`src/hw/rtl/kpdc_pkg.sv`:
```
package kpdc_pkg;

    localparam int KEY_COUNT = 3;
    localparam int MASK_W    = 3;
    localparam int TIME_W    = 32;
    localparam int TH_W      = 16;
    localparam int CFG_AW    = 4;
    localparam int CFG_DW    = 32;

    // Keys beyond KEY_COUNT are ignored.
    localparam logic [MASK_W-1:0] KEY_BITS = MASK_W'((64'd1 << KEY_COUNT) - 64'd1);

    localparam logic [TH_W-1:0] SHORT_TH_RST    = 16'd50;
    localparam logic [TH_W-1:0] LONG_TH_RST     = 16'd1000;
    localparam logic [TH_W-1:0] CONTINUE_TH_RST = 16'd2000;

    typedef enum logic [1:0] {
        REG_SHORT_TH    = 2'd0,
        REG_LONG_TH     = 2'd1,
        REG_CONTINUE_TH = 2'd2
    } t_reg_idx;

    typedef enum logic [1:0] {
        EDGE_NONE     = 2'd0,
        EDGE_HELD     = 2'd1,
        EDGE_RELEASED = 2'd2
    } t_edge;

    typedef enum logic [1:0] {
        LVL_NONE  = 2'd0,
        LVL_SHORT = 2'd1,
        LVL_LONG  = 2'd2,
        LVL_CONT  = 2'd3
    } t_level;

    typedef struct packed {
        logic [MASK_W-1:0] key_mask;
        logic [TIME_W-1:0] now_ms;
    } t_key_in;

    typedef struct packed {
        logic [1:0]        edge_code;
        logic [1:0]        level_code;
        logic [MASK_W-1:0] pressed_keys;
        logic [MASK_W-1:0] released_keys;
    } t_key_out;

endpackage

```
`src/hw/rtl/key_press_duration_classifier.sv`:
```
// Key press duration classifier: takes one key sample (mask plus a wrapping
// millisecond stamp) per transaction and returns exactly one result
// transaction for it. A new sample is taken in every cycle in which
// o_in_stall is low; the result is registered and appears in the next
// cycle, so it sustains one sample per clock as long as the result side
// drains. The single output register sets that figure: while a result is
// stalled, o_in_stall is raised. A press is timed against the short, long
// and continuous thresholds (APB registers at 0x0, 0x4, 0x8, 16 bits each);
// each level step is reported once, and a release reports the level the
// press had reached. A result with edge code zero carries all-zero fields.
module key_press_duration_classifier (
    input  logic                         i_clk,
    input  logic                         i_rst_n,
    // sample channel
    input  logic                         i_in_valid,
    output logic                         o_in_stall,
    input  kpdc_pkg::t_key_in            i_in_data,
    // result channel
    output logic                         o_out_valid,
    input  logic                         i_out_stall,
    output kpdc_pkg::t_key_out           o_out_data,
    // configuration
    input  logic                         psel,
    input  logic                         penable,
    input  logic                         pwrite,
    input  logic [kpdc_pkg::CFG_AW-1:0]  paddr,
    input  logic [kpdc_pkg::CFG_DW-1:0]  pwdata,
    output logic [kpdc_pkg::CFG_DW-1:0]  prdata,
    output logic                         pready
);
    import kpdc_pkg::*;

    // threshold registers
    logic [TH_W-1:0] r_short_th, r_long_th, r_cont_th;
    t_reg_idx        cfg_idx;
    logic            cfg_wr;

    // tracker state
    logic [MASK_W-1:0] r_last, n_last;
    logic [MASK_W-1:0] r_press, n_press;
    logic [MASK_W-1:0] r_rel, n_rel;
    logic [TIME_W-1:0] r_stamp, n_stamp;
    t_edge             r_edge, n_edge;
    t_level            r_level, n_level;

    // result register
    logic     r_out_valid;
    t_key_out r_out, n_out;

    logic              in_acc;
    logic [MASK_W-1:0] m;
    logic [TIME_W-1:0] elapsed;
    logic [TH_W-1:0]   th;
    logic              reached;

    // ---------------- configuration port ----------------
    assign pready  = 1'b1;
    assign cfg_idx = t_reg_idx'(paddr[CFG_AW-1:2]);
    assign cfg_wr  = psel && penable && pwrite;

    always_comb begin
        unique case (cfg_idx)
            REG_SHORT_TH:    prdata = CFG_DW'(r_short_th);
            REG_LONG_TH:     prdata = CFG_DW'(r_long_th);
            REG_CONTINUE_TH: prdata = CFG_DW'(r_cont_th);
            default:         prdata = '0;
        endcase
    end

    always_ff @(posedge i_clk) begin
        if (!i_rst_n) begin
            r_short_th <= SHORT_TH_RST;
            r_long_th  <= LONG_TH_RST;
            r_cont_th  <= CONTINUE_TH_RST;
        end else if (cfg_wr) begin
            unique case (cfg_idx)
                REG_SHORT_TH:    r_short_th <= pwdata[TH_W-1:0];
                REG_LONG_TH:     r_long_th  <= pwdata[TH_W-1:0];
                REG_CONTINUE_TH: r_cont_th  <= pwdata[TH_W-1:0];
                default: ;
            endcase
        end
    end

    // ---------------- handshake ----------------
    // Hold the input while a result waits and the far side does not take it.
    assign o_in_stall  = r_out_valid && i_out_stall;
    assign in_acc      = i_in_valid && !o_in_stall;
    assign o_out_valid = r_out_valid;
    assign o_out_data  = r_out;

    // ---------------- classification ----------------
    assign m       = i_in_data.key_mask & KEY_BITS;
    assign elapsed = i_in_data.now_ms - r_stamp;

    always_comb begin
        case (r_level)
            LVL_NONE:  th = r_short_th;
            LVL_SHORT: th = r_long_th;
            default:   th = r_cont_th;
        endcase
    end

    // Negative elapsed time never reaches a threshold.
    assign reached = !elapsed[TIME_W-1] && (elapsed[TIME_W-2:0] >= (TIME_W-1)'(th));

    always_comb begin
        n_last  = r_last;
        n_press = r_press;
        n_rel   = r_rel;
        n_stamp = r_stamp;
        n_edge  = r_edge;
        n_level = r_level;
        n_out   = '0;
        if (m != '0 || r_last != '0) begin
            if (m == r_last) begin
                // step the level once per threshold while held
                if (r_edge == EDGE_HELD && r_level != LVL_CONT && reached) begin
                    n_level             = t_level'(r_level + 2'd1);
                    n_out.edge_code     = EDGE_HELD;
                    n_out.level_code    = n_level;
                    n_out.pressed_keys  = r_press;
                    n_out.released_keys = r_rel;
                end
            end else if ((m & r_last) == r_last) begin
                // new keys only: start a fresh press
                n_press = m;
                n_stamp = i_in_data.now_ms;
                n_rel   = '0;
                n_edge  = EDGE_HELD;
                n_level = LVL_NONE;
                n_last  = m;
            end else if ((m | r_last) == r_last) begin
                // keys lost only: report the release
                n_rel               = r_rel | (r_last & ~m);
                n_edge              = EDGE_RELEASED;
                n_last              = m;
                n_out.edge_code     = EDGE_RELEASED;
                n_out.level_code    = r_level;
                n_out.pressed_keys  = r_press;
                n_out.released_keys = r_rel | (r_last & ~m);
            end else begin
                // keys gained and lost: record both, report nothing
                n_press = m;
                n_stamp = i_in_data.now_ms;
                n_rel   = r_rel | (r_last & ~m);
                n_last  = m;
            end
        end
    end

    always_ff @(posedge i_clk) begin
        if (!i_rst_n) begin
            r_last      <= '0;
            r_press     <= '0;
            r_rel       <= '0;
            r_stamp     <= '0;
            r_edge      <= EDGE_NONE;
            r_level     <= LVL_NONE;
            r_out_valid <= 1'b0;
        end else if (in_acc) begin
            r_last      <= n_last;
            r_press     <= n_press;
            r_rel       <= n_rel;
            r_stamp     <= n_stamp;
            r_edge      <= n_edge;
            r_level     <= n_level;
            r_out_valid <= 1'b1;
        end else if (!i_out_stall) begin
            r_out_valid <= 1'b0;
        end
    end

    // payload register, no reset
    always_ff @(posedge i_clk) begin
        if (in_acc) begin
            r_out <= n_out;
        end
    end

endmodule

```
`config.mk`:
```
export PLATFORM = sky130hd
export DESIGN_NAME = key_press_duration_classifier
export DESIGN_NICKNAME = d
export VERILOG_FILES = /design/src/hw/rtl/kpdc_pkg.sv /design/src/hw/rtl/key_press_duration_classifier.sv
export SDC_FILE = /design/constraint.sdc
export NUM_CORES = 1
export LEC_CHECK = 0
export ABC_AREA = 0
export BUFFER_PORTS_ARGS = -buffer_cell sky130_fd_sc_hd__buf_2
export CAP_MARGIN = 20
export CORE_ASPECT_RATIO = 1.5
export CORE_MARGIN = 5
export CORE_UTILIZATION = 50
export DETAILED_ROUTE_END_ITERATION = 6
export GPL_TIMING_DRIVEN = 0
export HOLD_SLACK_MARGIN = 0.06
export PLACE_DENSITY = 0.84
export SLEW_MARGIN = 20
export SYNTH_ARGS = -nofsm -noshare
export SYNTH_HDL_FRONTEND = slang
export SYNTH_SLANG_ARGS = --single-unit
```
`constraint.sdc`:
```
create_clock -name i_clk -period 8.22 [get_ports i_clk]
set_input_delay 1.644 -clock i_clk [delete_from_list [all_inputs] [get_ports i_clk]]
set_output_delay 1.644 -clock i_clk [all_outputs]
set_load 0.05 [all_outputs]
```
==> results.json <==
{
  "synth.top_cell.area_share_pct": 25.94,
  "portBuffers": 86,
  "ys_warn_count": 0,
  "grt_pass1_wl_um": 32410,
  "synthFlopType": "dfxtp_1",
  "p_sw_share_pct": 35.73,
  "clkPwrFrac_pct": 30.2,
  "synth.most_common_cell": "nand2_1",
  "cts_setup_buffers": 0,
  "vias": 7116,
  "status": "complete, no violations",
  "crit_type": "input pin to register",
  "overflow": 0,
  "drv_slew": 0,
  "tns_ns": 0,
  "hold_class": "register to register",
  "antenna_found_initial": 0,
  "max_freq_mhz": 178.4,
  "required_ns": 8.32,
  "synth_area_sq_um": 7256,
  "critPathLaunchType": "input pin",
  "wire_per_inst_um": 15.74,
  "fin_crit_sh_pct": 68.21,
  "numCtsBuffers": 9,
  "arrival_ns": 5.71,
  "tightestPinTransition_ns": 0.9689,
  "drt_iter0_drc": 313,
  "die_w_um": 108.4,
  "grt_use_total_pct": 23.64,
  "final.min_clock_period_ns": 5.606,
  "syn_inst": 957,
  "clk_pin_slew_worst_paths_ns": 0.08,
  "synth_common_cells": "233 x nand2_1, 94 x dfxtp_1, 70 x a21boi_0",
  "synth-edff-count": 10,
  "fillers": 1342,
  "ir_drop_uv": 99.80,
  "hpwl_um": 15220,
  "p_comb_share_pct": 30.8,
  "pwr-share-seq_pct": 38.9,
  "hold_viol_final": 0,
  "initial_utilization_pct": 50.42,
  "p_leak_nw": 3.374,
  "synth_cell_types": 66,
  "area_delta_synth_final_pct": 14.00,
  "maxCapViolCount": 0,
  "slowest_stage": "fa_1",
  "p_int_mw": 0.8979,
  "postSynthAreaPerCell_sq_um": 7.582,
  "root_buffer": "clkbuf_16",
  "netlist_top_cells_area": "dfxtp_1 26%, nand2_1 12%, ha_1 10%, a21boi_0 7.2%, edfxtp_1 4.1%",
  "diodes": 0,
  "dr.pass1.iters": 5,
  "ant_nets": 0,
  "gp_congestion": 0.9474,
  "grt_pass1_vias": 6898,
  "grt_max_degree": 20,
  "drt-total-wl_um": 19990,
  "die_h_um": 157.5,
  "endpoint_kind": "register",
  "seq_area_frac_synth_pct": 30.07,
  "powerDensity_nw_per_um2": 168.9,
  "synth_top_cell_by_area": "dfxtp_1",
  "core-area_sq_um": 14390,
  "cts_max_level": 3,
  "path_max_fanout": 6,
  "hold_buffers": 0,
  "postCtsResizedCells": 0,
  "die-area_sq_um": 17070,
  "placementRows": 54,
  "clockBufferDepth": 2,
  "drive_above_1_share_pct": 12.76,
  "power_switching_mw": 0.4992,
  "finalClockSkew_ns": 0.01019,
  "rsz0062_at_grt": "no",
  "insertion_delay_ns": 0.35,
  "drcViolationCount": 0,
  "synth_seq_cells": 104,
  "max_stage_delay_ns": 0.40,
  "io_pins": 123,
  "path_cells": "buf_2, inv_1, ha_1, fa_1, nand2b_1, a21o_1, nand2_1, nor2_1, o31ai_1, nand3_1, nand2_1, xor2_1, ha_1, and3_1, nand3_1, nand2b_1, o2111a_1, o2111ai_1, nor4_2, nand4_2, a21oi_2, nor2_1",
  "setup_ws_ns": 2.614,
  "cts_tree": "built",
  "async_reset_ff_share_pct": 0,
  "dp_slack_ns": 2.244,
  "maxSlewHeadroom_pct": 34.97,
  "final_nets": 1206,
  "cts_sinks": 104,
  "r2r_slack_ns": 3.65,
  "via_per_inst": 5.603,
  "setup_violations": 0
}
[logic make-up after synthesis]
logic type	Yosys count	synth area share (%)
adder cells (fa/ha/maj)	59	10.28
AO/OA/AOI/OAI	268	24.80
buffers and inverters	110	6.760
other	2	0.1035
flip-flops	104	30.07
XOR/XNOR	22	2.656
AND/OR/NAND/NOR	373	22.71
multiplexers	19	2.621
[cell type report]
type,count,area [sq um],share of cell area [%]
multi-input cells,758,4639,56.09
flip-flops and latches,104,2182,26.38
repair buffers,86,430.4,5.203
plain buffers,65,321.6,3.887
well taps,196,245.2,2.965
clock buffers,10,229.0,2.768
inverters,45,168.9,2.042
clock inverters,6,55.05,0.6656
[routing by layer]
| layer | wire length (um) | global-route usage (%) | vias to the layer above |
|---|---|---|---|
| met3 | 1096 | 2.749 | 57 |
| met1 | 7724 | 25.91 | 3287 |
| met2 | 10360 | 44.51 | 250 |
| met5 | 0 | 0 | - |
| met4 | 806 | 11.37 | 0 |
| li1 | - | - | 3522 |
[power by group through the flow]
stage / combinational [mW] / sequential [mW] / clock, mW
3_3_place_gp: 0.414 / 0.555 / 0
3_5_place_dp: 0.422 / 0.556 / 0
6_report: 0.431 / 0.544 / 0.422
5_1_grt: 0.477 / 0.547 / 0.444
2_1_floorplan: 0.309 / 0.563 / 0
4_1_cts: 0.428 / 0.544 / 0.423
[worst max-delay path: cells and delay by family]
kind	cells	cell delay (ns)
compound gates	5	1.23
xor+xnor	1	0.20
fa+ha+maj	3	0.90
buf+inv	2	0.16
simple gates	11	1.58
[through the flow]
| stage | utilization (%) | hold slack [ns] | cell area (sq um) | total power [mW] | instances |
|---|---|---|---|---|---|
| after floorplan | - | 0.4386 | 7312 | 0.8721 | 972 |
| after detailed placement | 55.50 | 0.4550 | 7988 | 0.9782 | 1254 |
| after global placement | 55.50 | 0.4499 | 7988 | 0.9695 | 1254 |
| final | 57.48 | 0.4609 | 8272 | 1.397 | 1270 |
| after CTS | 57.48 | 0.4655 | 8272 | 1.395 | 1270 |
| after global routing | 57.48 | 0.4809 | 8272 | 1.468 | 1270 |
[cells in the final DEF (no fill, tap or decap), drive strengths merged, types with 12 or more instances in the layout]
cell and count:
nand2 233, buf 111, dfxtp 94, a21boi 70
a21oi 62, ha 58, o21ai 53, clkbuf 50
inv 47, nor2 34, nand3 32, mux2i 19
conb 17, a22o 16, xnor2 14, nor2b 12
a21o 12, nor3 12
[worst paths after layout]
check,startpoint,end,cells past startpoint
max reg2reg,r_level[0]$_SDFFE_PN0P_,o_out_data[2]$_SDFFCE_PP0P_,17
min reg2reg,r_press[1]$_SDFFE_PN0P_,r_press[1]$_SDFFE_PN0P_,2
max,i_in_data[0],o_out_data[2]$_SDFFCE_PP0P_,22
min,r_press[1]$_SDFFE_PN0P_,r_press[1]$_SDFFE_PN0P_,2
[registers in the layout, summed over array words and instances, names as in the netlist]
signal,count
o_out_data,10
o_out_valid,1
r_cont_th,16
r_edge,2
r_last,3
r_level,2
r_long_th,16
r_press,3
r_rel,3
r_short_th,16
r_stamp,32
(Power assumes the default switching activity.)
